### config.mk
export PLATFORM = sky130hd
export DESIGN_NAME = sorted_priority_list_keyed_removal_unit
export DESIGN_NICKNAME = d
export VERILOG_FILES = /design/src/hw/rtl/spl_pkg.sv /design/src/hw/rtl/sorted_priority_list_keyed_removal_unit.sv
export VERILOG_INCLUDE_DIRS = /design/src /design/src/hw/rtl
export SDC_FILE = /design/constraint.sdc
export NUM_CORES = 2
export LEC_CHECK = 0
export BUFFER_PORTS_ARGS = -buffer_cell sky130_fd_sc_hd__clkbuf_2
export CAP_MARGIN = 40
export CORE_ASPECT_RATIO = 0.6
export CORE_MARGIN = 8
export CORE_UTILIZATION = 30
export CTS_CLUSTER_DIAMETER = 120
export DETAILED_ROUTE_END_ITERATION = 10
export SLEW_MARGIN = 20
export SYNTH_ARGS = -nofsm -noshare
export SYNTH_HDL_FRONTEND = slang
export SYNTH_SLANG_ARGS = --single-unit
### constraint.sdc
create_clock -name clk_i -period 10.6 [get_ports clk_i]
set_input_delay 1.06 -clock clk_i [delete_from_list [all_inputs] [get_ports clk_i]]
set_output_delay 1.06 -clock clk_i [all_outputs]
set_load 0.005 [all_outputs]
### src/hw/rtl/sorted_priority_list_keyed_removal_unit_macros.svh
// Assertion macros for the sorted priority list with keyed removal.
`ifndef SORTED_PRIORITY_LIST_KEYED_REMOVAL_UNIT_MACROS_SVH
`define SORTED_PRIORITY_LIST_KEYED_REMOVAL_UNIT_MACROS_SVH

`ifndef SYNTHESIS

// Same-cycle implication, checked outside reset.
`define SPL_ASSERT_IMPL(lbl, clk, rst_n, ante, cons) \
  lbl: assert property (@(posedge clk) disable iff (!rst_n) (ante) |-> (cons)) \
    else $error("spl assertion failed");

// Next-cycle implication, checked outside reset.
`define SPL_ASSERT_NEXT(lbl, clk, rst_n, ante, cons) \
  lbl: assert property (@(posedge clk) disable iff (!rst_n) (ante) |=> (cons)) \
    else $error("spl assertion failed");

`else

`define SPL_ASSERT_IMPL(lbl, clk, rst_n, ante, cons)
`define SPL_ASSERT_NEXT(lbl, clk, rst_n, ante, cons)

`endif

`endif

### src/hw/rtl/spl_pkg.sv
// Shared codes and field widths of the sorted priority list.
`timescale 1ns / 1ps

package spl_pkg;

  // Field widths on the stream ports
  localparam int unsigned CMD_W     = 2;
  localparam int unsigned STATUS_W  = 2;
  localparam int unsigned KEY_W     = 64;
  localparam int unsigned PRIO_IO_W = 32;
  localparam int unsigned IDX_IO_W  = 5;
  localparam int unsigned S_TDATA_W = 96;
  localparam int unsigned M_TDATA_W = 112;

  // Command codes (code 3 is unused and answers not found)
  typedef enum logic [CMD_W-1:0] {
    CMD_INSERT = 2'd0,
    CMD_REMOVE = 2'd1,
    CMD_CLEAR  = 2'd2
  } cmd_e;

  // Result status codes
  typedef enum logic [STATUS_W-1:0] {
    ST_INSERTED  = 2'd0,
    ST_REMOVED   = 2'd1,
    ST_NOT_FOUND = 2'd2,
    ST_FULL      = 2'd3
  } status_e;

endpackage

### src/hw/rtl/sorted_priority_list_keyed_removal_unit.sv
// Sorted priority list with keyed removal, held in one synchronous entry memory.
`timescale 1ns / 1ps
`include "sorted_priority_list_keyed_removal_unit_macros.svh"

// Command beats enter on the s_axis channel (tuser = command, tdata = key and
// priority); one result beat per command leaves on m_axis (tuser = status,
// tdata = key, priority, position, occupancy).
// Entries live in one memory, read one address per cycle through a registered
// read port, and are moved one per cycle by a scan engine.
// Insert: scans from the tail toward the head, moving each lower-priority
// entry one slot down, then writes the new entry (a full table answers full;
// an empty table takes the new entry straight into slot 0).
// Remove: scans from the head, finds the first matching key and moves every
// later entry one slot up, scanning every entry held.
// Clear empties the list; the unused command answers not found.
// Reset empties the list at once; memory contents are not cleared.
// A finished result sits in the output register while the next command is
// taken; a stalled receiver holds the result, and the engine waits before
// loading a further result until the register is free.
module sorted_priority_list_keyed_removal_unit #(
  parameter int unsigned CAPACITY      = 16,
  parameter int unsigned PRIORITY_BITS = 32
) (
  input  logic                          clk_i,
  input  logic                          rst_ni,
  input  logic                          s_axis_tvalid,
  output logic                          s_axis_tready,
  // [1:0] command
  input  logic [spl_pkg::CMD_W-1:0]     s_axis_tuser,
  // [63:0] key, [95:64] priority_req
  input  logic [spl_pkg::S_TDATA_W-1:0] s_axis_tdata,
  output logic                          m_axis_tvalid,
  input  logic                          m_axis_tready,
  // [1:0] status
  output logic [spl_pkg::STATUS_W-1:0]  m_axis_tuser,
  // [63:0] out_key, [95:64] out_priority, [100:96] position,
  // [105:101] occupancy, [111:106] zero
  output logic [spl_pkg::M_TDATA_W-1:0] m_axis_tdata
);
  import spl_pkg::*;

  localparam int unsigned IW = $clog2(CAPACITY);
  localparam int unsigned CW = $clog2(CAPACITY + 1);
  localparam int unsigned PW = PRIORITY_BITS;

  typedef struct packed {
    logic [KEY_W-1:0] key;
    logic [PW-1:0]    prio;
  } entry_t;

  typedef enum logic [2:0] {
    S_IDLE,
    S_INS,
    S_INS_HEAD,
    S_REM,
    S_OUT
  } state_e;

  state_e                 state_q, state_d;
  logic [CW-1:0]          count_q, count_d;
  logic [IW-1:0]          didx_q, didx_d;
  logic                   found_q, found_d;
  logic [KEY_W-1:0]       key_q, key_d;
  logic [PW-1:0]          prio_q, prio_d;
  status_e                res_status_q, res_status_d;
  logic [KEY_W-1:0]       res_key_q, res_key_d;
  logic [PRIO_IO_W-1:0]   res_prio_q, res_prio_d;
  logic [IW-1:0]          res_pos_q, res_pos_d;
  logic                   m_valid_q, m_valid_d;
  logic [STATUS_W-1:0]    m_tuser_q, m_tuser_d;
  logic [M_TDATA_W-1:0]   m_tdata_q, m_tdata_d;

  // Entry memory
  entry_t                 mem [CAPACITY];
  logic                   mem_we;
  logic [IW-1:0]          mem_wa;
  entry_t                 mem_wd;
  logic [IW-1:0]          mem_ra;
  entry_t                 mem_rd_q;

  // Helpers
  logic                   s_accept;
  cmd_e                   in_cmd;
  logic [KEY_W-1:0]       in_key;
  logic [PW+PRIO_IO_W-1:0] in_prio_wide;
  logic [PW-1:0]          in_prio;
  logic [CW-1:0]          count_m1;
  logic [IW-1:0]          last_idx;
  logic                   full;
  logic [IW-1:0]          didx_p1;
  logic [IW-1:0]          didx_m1;
  logic [PW+PRIO_IO_W-1:0] rd_prio_wide;
  logic [IW+IDX_IO_W-1:0] pos_wide;
  logic [CW+IDX_IO_W-1:0] occ_wide;
  logic                   rem_hit;
  logic                   rem_last;

  assign s_axis_tready = (state_q == S_IDLE);
  assign s_accept      = s_axis_tvalid & s_axis_tready;
  assign in_cmd        = cmd_e'(s_axis_tuser);
  assign in_key        = s_axis_tdata[KEY_W-1:0];
  // Priority is cut to PW bits (zero-extended when PW is wider than 32)
  assign in_prio_wide  = {{PW{1'b0}}, s_axis_tdata[KEY_W +: PRIO_IO_W]};
  assign in_prio       = in_prio_wide[PW-1:0];

  assign count_m1 = count_q - CW'(1);
  assign last_idx = count_m1[IW-1:0];
  assign full     = (count_q == CW'(CAPACITY));
  assign didx_p1  = didx_q + IW'(1);
  assign didx_m1  = didx_q - IW'(1);

  // Stored priority sign-extended to the 32-bit output field
  assign rd_prio_wide = {{PRIO_IO_W{mem_rd_q.prio[PW-1]}}, mem_rd_q.prio};

  // Index fields masked to the 5-bit port width
  assign pos_wide = {{IDX_IO_W{1'b0}}, res_pos_q};
  assign occ_wide = {{IDX_IO_W{1'b0}}, count_q};

  assign rem_hit  = !found_q && (mem_rd_q.key == key_q);
  assign rem_last = (didx_q == last_idx);

  // Scan engine and result staging
  always_comb begin
    state_d      = state_q;
    count_d      = count_q;
    didx_d       = didx_q;
    found_d      = found_q;
    key_d        = key_q;
    prio_d       = prio_q;
    res_status_d = res_status_q;
    res_key_d    = res_key_q;
    res_prio_d   = res_prio_q;
    res_pos_d    = res_pos_q;
    m_valid_d    = m_valid_q;
    m_tuser_d    = m_tuser_q;
    m_tdata_d    = m_tdata_q;
    mem_we       = 1'b0;
    mem_wa       = '0;
    mem_wd       = '{key: key_q, prio: prio_q};
    mem_ra       = didx_q;

    if (m_valid_q && m_axis_tready) begin
      m_valid_d = 1'b0;
    end

    case (state_q)
      S_IDLE: begin
        if (s_accept) begin
          key_d      = in_key;
          prio_d     = in_prio;
          res_key_d  = '0;
          res_prio_d = '0;
          res_pos_d  = '0;
          case (in_cmd)
            CMD_INSERT: begin
              res_status_d = ST_INSERTED;
              if (full) begin
                res_status_d = ST_FULL;
                state_d      = S_OUT;
              end else if (count_q == '0) begin
                mem_we  = 1'b1;
                mem_wa  = '0;
                mem_wd  = '{key: in_key, prio: in_prio};
                count_d = count_q + CW'(1);
                state_d = S_OUT;
              end else begin
                mem_ra  = last_idx;
                didx_d  = last_idx;
                state_d = S_INS;
              end
            end
            CMD_REMOVE: begin
              res_status_d = ST_NOT_FOUND;
              if (count_q == '0) begin
                state_d = S_OUT;
              end else begin
                mem_ra  = '0;
                didx_d  = '0;
                found_d = 1'b0;
                state_d = S_REM;
              end
            end
            CMD_CLEAR: begin
              res_status_d = ST_INSERTED;
              count_d      = '0;
              state_d      = S_OUT;
            end
            default: begin
              res_status_d = ST_NOT_FOUND;
              state_d      = S_OUT;
            end
          endcase
        end
      end

      // Walk toward the head; entries below the new priority move down a slot
      S_INS: begin
        mem_we = 1'b1;
        mem_wa = didx_p1;
        if ($signed(mem_rd_q.prio) >= $signed(prio_q)) begin
          res_pos_d = didx_p1;
          count_d   = count_q + CW'(1);
          state_d   = S_OUT;
        end else begin
          mem_wd = mem_rd_q;
          if (didx_q == '0) begin
            state_d = S_INS_HEAD;
          end else begin
            mem_ra = didx_m1;
            didx_d = didx_m1;
          end
        end
      end

      // New entry lands at the head
      S_INS_HEAD: begin
        mem_we    = 1'b1;
        mem_wa    = '0;
        res_pos_d = '0;
        count_d   = count_q + CW'(1);
        state_d   = S_OUT;
      end

      // Walk from the head; after the match, entries move up a slot
      S_REM: begin
        if (rem_hit) begin
          found_d      = 1'b1;
          res_status_d = ST_REMOVED;
          res_key_d    = mem_rd_q.key;
          res_prio_d   = rd_prio_wide[PRIO_IO_W-1:0];
          res_pos_d    = didx_q;
        end
        if (found_q) begin
          mem_we = 1'b1;
          mem_wa = didx_m1;
          mem_wd = mem_rd_q;
        end
        if (rem_last) begin
          if (found_q || rem_hit) begin
            count_d = count_m1;
          end
          state_d = S_OUT;
        end else begin
          mem_ra = didx_p1;
          didx_d = didx_p1;
        end
      end

      // Hand the result to the output register once it is free
      S_OUT: begin
        if (!m_valid_q || m_axis_tready) begin
          m_valid_d = 1'b1;
          m_tuser_d = res_status_q;
          m_tdata_d = {6'b0, occ_wide[IDX_IO_W-1:0], pos_wide[IDX_IO_W-1:0],
                       res_prio_q, res_key_q};
          state_d   = S_IDLE;
        end
      end

      default: begin
        state_d = S_IDLE;
      end
    endcase
  end

  // Control state and output register
  always_ff @(posedge clk_i or negedge rst_ni) begin
    if (!rst_ni) begin
      state_q      <= S_IDLE;
      count_q      <= '0;
      didx_q       <= '0;
      found_q      <= 1'b0;
      m_valid_q    <= 1'b0;
      key_q        <= '0;
      prio_q       <= '0;
      res_status_q <= ST_INSERTED;
      res_key_q    <= '0;
      res_prio_q   <= '0;
      res_pos_q    <= '0;
      m_tuser_q    <= '0;
      m_tdata_q    <= '0;
    end else begin
      state_q      <= state_d;
      count_q      <= count_d;
      didx_q       <= didx_d;
      found_q      <= found_d;
      m_valid_q    <= m_valid_d;
      key_q        <= key_d;
      prio_q       <= prio_d;
      res_status_q <= res_status_d;
      res_key_q    <= res_key_d;
      res_prio_q   <= res_prio_d;
      res_pos_q    <= res_pos_d;
      m_tuser_q    <= m_tuser_d;
      m_tdata_q    <= m_tdata_d;
    end
  end

  // Entry memory: one write port, one registered read port
  always_ff @(posedge clk_i) begin
    if (mem_we) begin
      mem[mem_wa] <= mem_wd;
    end
    mem_rd_q <= mem[mem_ra];
  end

  assign m_axis_tvalid = m_valid_q;
  assign m_axis_tuser  = m_tuser_q;
  assign m_axis_tdata  = m_tdata_q;

  // Checks
  `SPL_ASSERT_IMPL(a_count_bound, clk_i, rst_ni, 1'b1, count_q <= CW'(CAPACITY))
  `SPL_ASSERT_IMPL(a_scan_in_range, clk_i, rst_ni,
                   (state_q == S_INS) || (state_q == S_REM), didx_q < count_q)
  `SPL_ASSERT_NEXT(a_full_keeps_count, clk_i, rst_ni,
                   s_accept && (in_cmd == CMD_INSERT) && full, count_q == $past(count_q))
  `SPL_ASSERT_IMPL(a_result_from_out, clk_i, rst_ni,
                   $rose(m_valid_q), $past(state_q) == S_OUT)

endmodule
==> impl_metrics.yaml <==
synthesis:
  post_synth_inst_count: 4870
  yosysUniqueCellTypes: 69
  yosys_most_used_dff: "edfxtp_1"
  netlist_area_sq_um: 75940
  async_flop_share_pct: 16.35
  seq_area_frac_synth_pct: 73.78
  avgSynthCellArea_sq_um: 15.59
  ys_ff_latch: 1951
  yosysWarnings: 0
  synth_edf_count: 1536
sta:
  setup_ws_ns: 4.743
  finalSetupViolCount: 0
  worstMarginPinSlew_ns: 1.039
  rsz0062_at_grt: "no"
  min_period_ns: 5.857
  slew_headroom_pct: 30.75
  fin_crit_sh_pct: 55.25
  fmax_mhz: 170.7
  fin_skew_ns: 0.1125
  tns_ns: 0
  finalHoldViolCount: 0
  maxSlewViolCount: 0
clocking:
  cts-root-buf: "clkbuf_16"
  clock_latency_ns: 0.88
  hold_buffers: 0
  clock_path_buffers: 4
  tritoncts: "built"
  cts_buffers: 196
  ctsResizeCount: 0
  htree_levels: 4
  cts_setup_buffers: 0
  cts_sinks: 1951
  clk_pin_slew_worst_paths_ns: 0.07
place:
  place_hpwl_um: 126500
  place_ws_ns: 4.775
  portBuffers: 210
  gp_congestion: 0.8054
setup_path:
  cp_slowest_cell: "buf_4"
  worstPathRequired_ns: 11.29
  crit_chain: "ha_1, nand4_1, or2_4, nor3_1, nand3_1, nand2_1, o221ai_2, o211ai_4, buf_4, buf_4, o22ai_1, or4_1"
  critPathKind: "flip-flop to flip-flop"
  path_delay_family: "simple AND/OR/NAND/NOR gates"
  r2r_start: "mem_rd_q[31]"
  rrSetupSlack_ns: 4.74
  r2r-end: "mem_rd_q[77]"
  cp_data_arrival_time_ns: 6.55
  worstSetupEndpointType: "flip-flop"
  cp_common_cell: "buf_4"
  r2r_cells: 12
  start_kind: "flip-flop"
  critical_path.max_stage_delay_ns: 0.82
  cp_max_fo: 40
  path_buf_inv: 2
route:
  wire_per_inst_um: 26.05
  drt_iter0_drc: 5066
  viasPerCell: 5.092
  detail-route-antenna-nets: 0
  routed_wl_um: 226100
  dr.pass1.iters: 6
  drc: 0
  num_vias: 44190
grt:
  grt_max_degree: 133
  antenna_found_initial: 21
  grt_pass1_wl_um: 319100
  busiest_layer: "met2"
  grt.total_usage_pct: 16.09
  use_met2_pct: 25.95
  grtUsageMet1_pct: 22.41
  overflow: 0
  use_met3_pct: 2.709
  grt_pass1_vias: 42480
outcome:
  outcome: "finished, final reports clean"
cells_and_area:
  area_growth_pct: 15.68
  drive_above_1_share_pct: 14.21
  final_nets: 5246
  fillers: 23900
  fin_util_pct: 34.80
  layout_commonest_cell: "edfxtp_1"
  final_cell_mix: "1,536 x edfxtp_1, 769 x mux2i_1, 649 x nand2_1"
die:
  row_count: 143
  die_area_sq_um: 270000
  placeableCoreArea_sq_um: 252500
  initial_core_util_pct: 30.08
  fp.dieH_um: 405.7
  fp.dieW_um: 665.5
  ios: 218
pwr:
  irDropWorstVdd_mv: 0.5606
  power_density_nw_per_um2: 342.2
  cellLeakagePower_nw: 32.77
flow_run:
  maxCapViolations: 0
hold_path:
  hp-class: "input pin to async pin"
-- logic make-up (layout without fill, tap and decap cells) --
family | count (synthesis) | in the layout | synth area share, %
xor gates and xnor gates | 72 | 72 | 0.8485
buffers and inverters | 337 | 726 | 1.888
adders and majority gates | 37 | 37 | 0.6096
other | 1 | 13 | 0.004938
AOI/OAI and AO/OA | 722 | 722 | 6.014
and+or+nand+nor | 873 | 873 | 5.114
DFF | 1951 | 1951 | 73.78
muxes | 877 | 877 | 11.74
-- synthesized netlist by cell type (3+ instances only) --
| cell | n | area, sq um |
|---|---|---|
| edfxtp_1 | 1536 | 46120 |
| mux2i_1 | 769 | 7697 |
| nand2_1 | 649 | 2436 |
| o22ai_1 | 387 | 2421 |
| dfrtp_1 | 319 | 7983 |
| clkbuf_1 | 172 | 645.6 |
| o21ai_0 | 145 | 725.7 |
| mux2_2 | 108 | 1216 |
| or4_1 | 100 | 750.7 |
| a22oi_1 | 98 | 735.7 |
| dfxtp_1 | 96 | 1922 |
| buf_2 | 87 | 435.4 |
| xnor2_1 | 67 | 586.8 |
| inv_1 | 47 | 176.4 |
| nor2_1 | 40 | 150.1 |
| ha_1 | 37 | 462.9 |
| a21oi_1 | 34 | 170.2 |
| nand4_1 | 25 | 156.4 |
| buf_1 | 15 | 56.30 |
| nand3_1 | 15 | 75.07 |
| buf_4 | 12 | 90.09 |
| nor3_1 | 9 | 45.04 |
| nor4_1 | 8 | 50.05 |
| a21o_1 | 6 | 45.04 |
| a31oi_1 | 6 | 37.54 |
| nand2b_1 | 6 | 37.54 |
| o21a_1 | 6 | 45.04 |
| a22o_1 | 5 | 43.79 |
| o211ai_1 | 4 | 30.03 |
| o21ai_1 | 4 | 20.02 |
| xor2_1 | 4 | 35.03 |
| o211ai_2 | 3 | 37.54 |
| o221ai_1 | 3 | 26.28 |
| o31ai_1 | 3 | 22.52 |
-- final cells by class --
| cell class | instances | area (sq um) | area share [%] |
|---|---|---|---|
| Antenna cell | 6 | 15.01 | 0.01709 |
| Inverter | 49 | 183.9 | 0.2094 |
| Timing Repair Buffer | 321 | 2481 | 2.824 |
| Sequential cell | 1951 | 56030 | 63.78 |
| Clock buffer | 265 | 5295 | 6.028 |
| Multi-Input combinational cell | 2588 | 18750 | 21.34 |
| Clock inverter | 91 | 830.8 | 0.9458 |
| Tap cell | 3407 | 4263 | 4.853 |
-- report_power, final --
| group | internal (mW) | switching (mW) |
|---|---|---|
| registers | 10.8 | 0.660 |
| clock network | 3.82 | 2.92 |
| logic | 4.26 | 7.61 |
| total | 18.9 | 11.2 |
-- per-layer routing --
metal  up-vias  part of all wire (%)
li1      19110                     -
met1     22910                    43
met2      1819                    47
met3       346                   7.3
met4         0                   2.8
met5         -                     0
-- flip-flops by register name, indices dropped and copies added (netlist names) --
register and flops:
mem_rd_q 96, found_q 1, res_key_q 64, count_q 5, prio_q 32, m_axis_tvalid 1, key_q 64, res_pos_q 4
res_prio_q 32, didx_q 4, m_axis_tdata 105, state_q 3, m_axis_tuser 2, res_status_q 2, mem 1536
-- worst register-to-register path, cell delays in order (launching register included) --
cell and delay, ns:
dfxtp_1 0.39, ha_1 0.49, nand4_1 0.16, or2_4 0.33, nor3_1 0.46, nand3_1 0.51, nand2_1 0.42, o221ai_2 0.34
o211ai_4 0.31, buf_4 0.54, buf_4 0.86, o22ai_1 0.29, or4_1 0.57
-- per-stage QoR --
step	cells	total power, mW	hold slack [ns]	cell area, sq um
2_1_floorplan	4876	19.41	0.4446	75960
3_3_place_gp	8282	22.99	0.4656	81040
3_5_place_dp	8311	23.42	0.4709	81600
4_1_cts	8667	30.16	0.1713	87730
5_1_grt	8676	31.35	0.1715	87840
6_report	8678	30.06	0.1304	87840
-- worst max path at each step --
stage,start,to,slack (ns),depth (start not counted)
after floorplan,s_axis_tvalid,mem[0][0],3.52,8
after global placement,prio_q[13],mem_rd_q[81],4.10,14
after detailed placement,s_axis_tvalid,mem_rd_q[4],4.78,14
after CTS,mem_rd_q[31],mem_rd_q[81],4.79,12
after global routing,mem_rd_q[31],mem_rd_q[90],4.44,12
final,mem_rd_q[31],mem_rd_q[77],4.74,12
(Power assumes the default switching activity.)
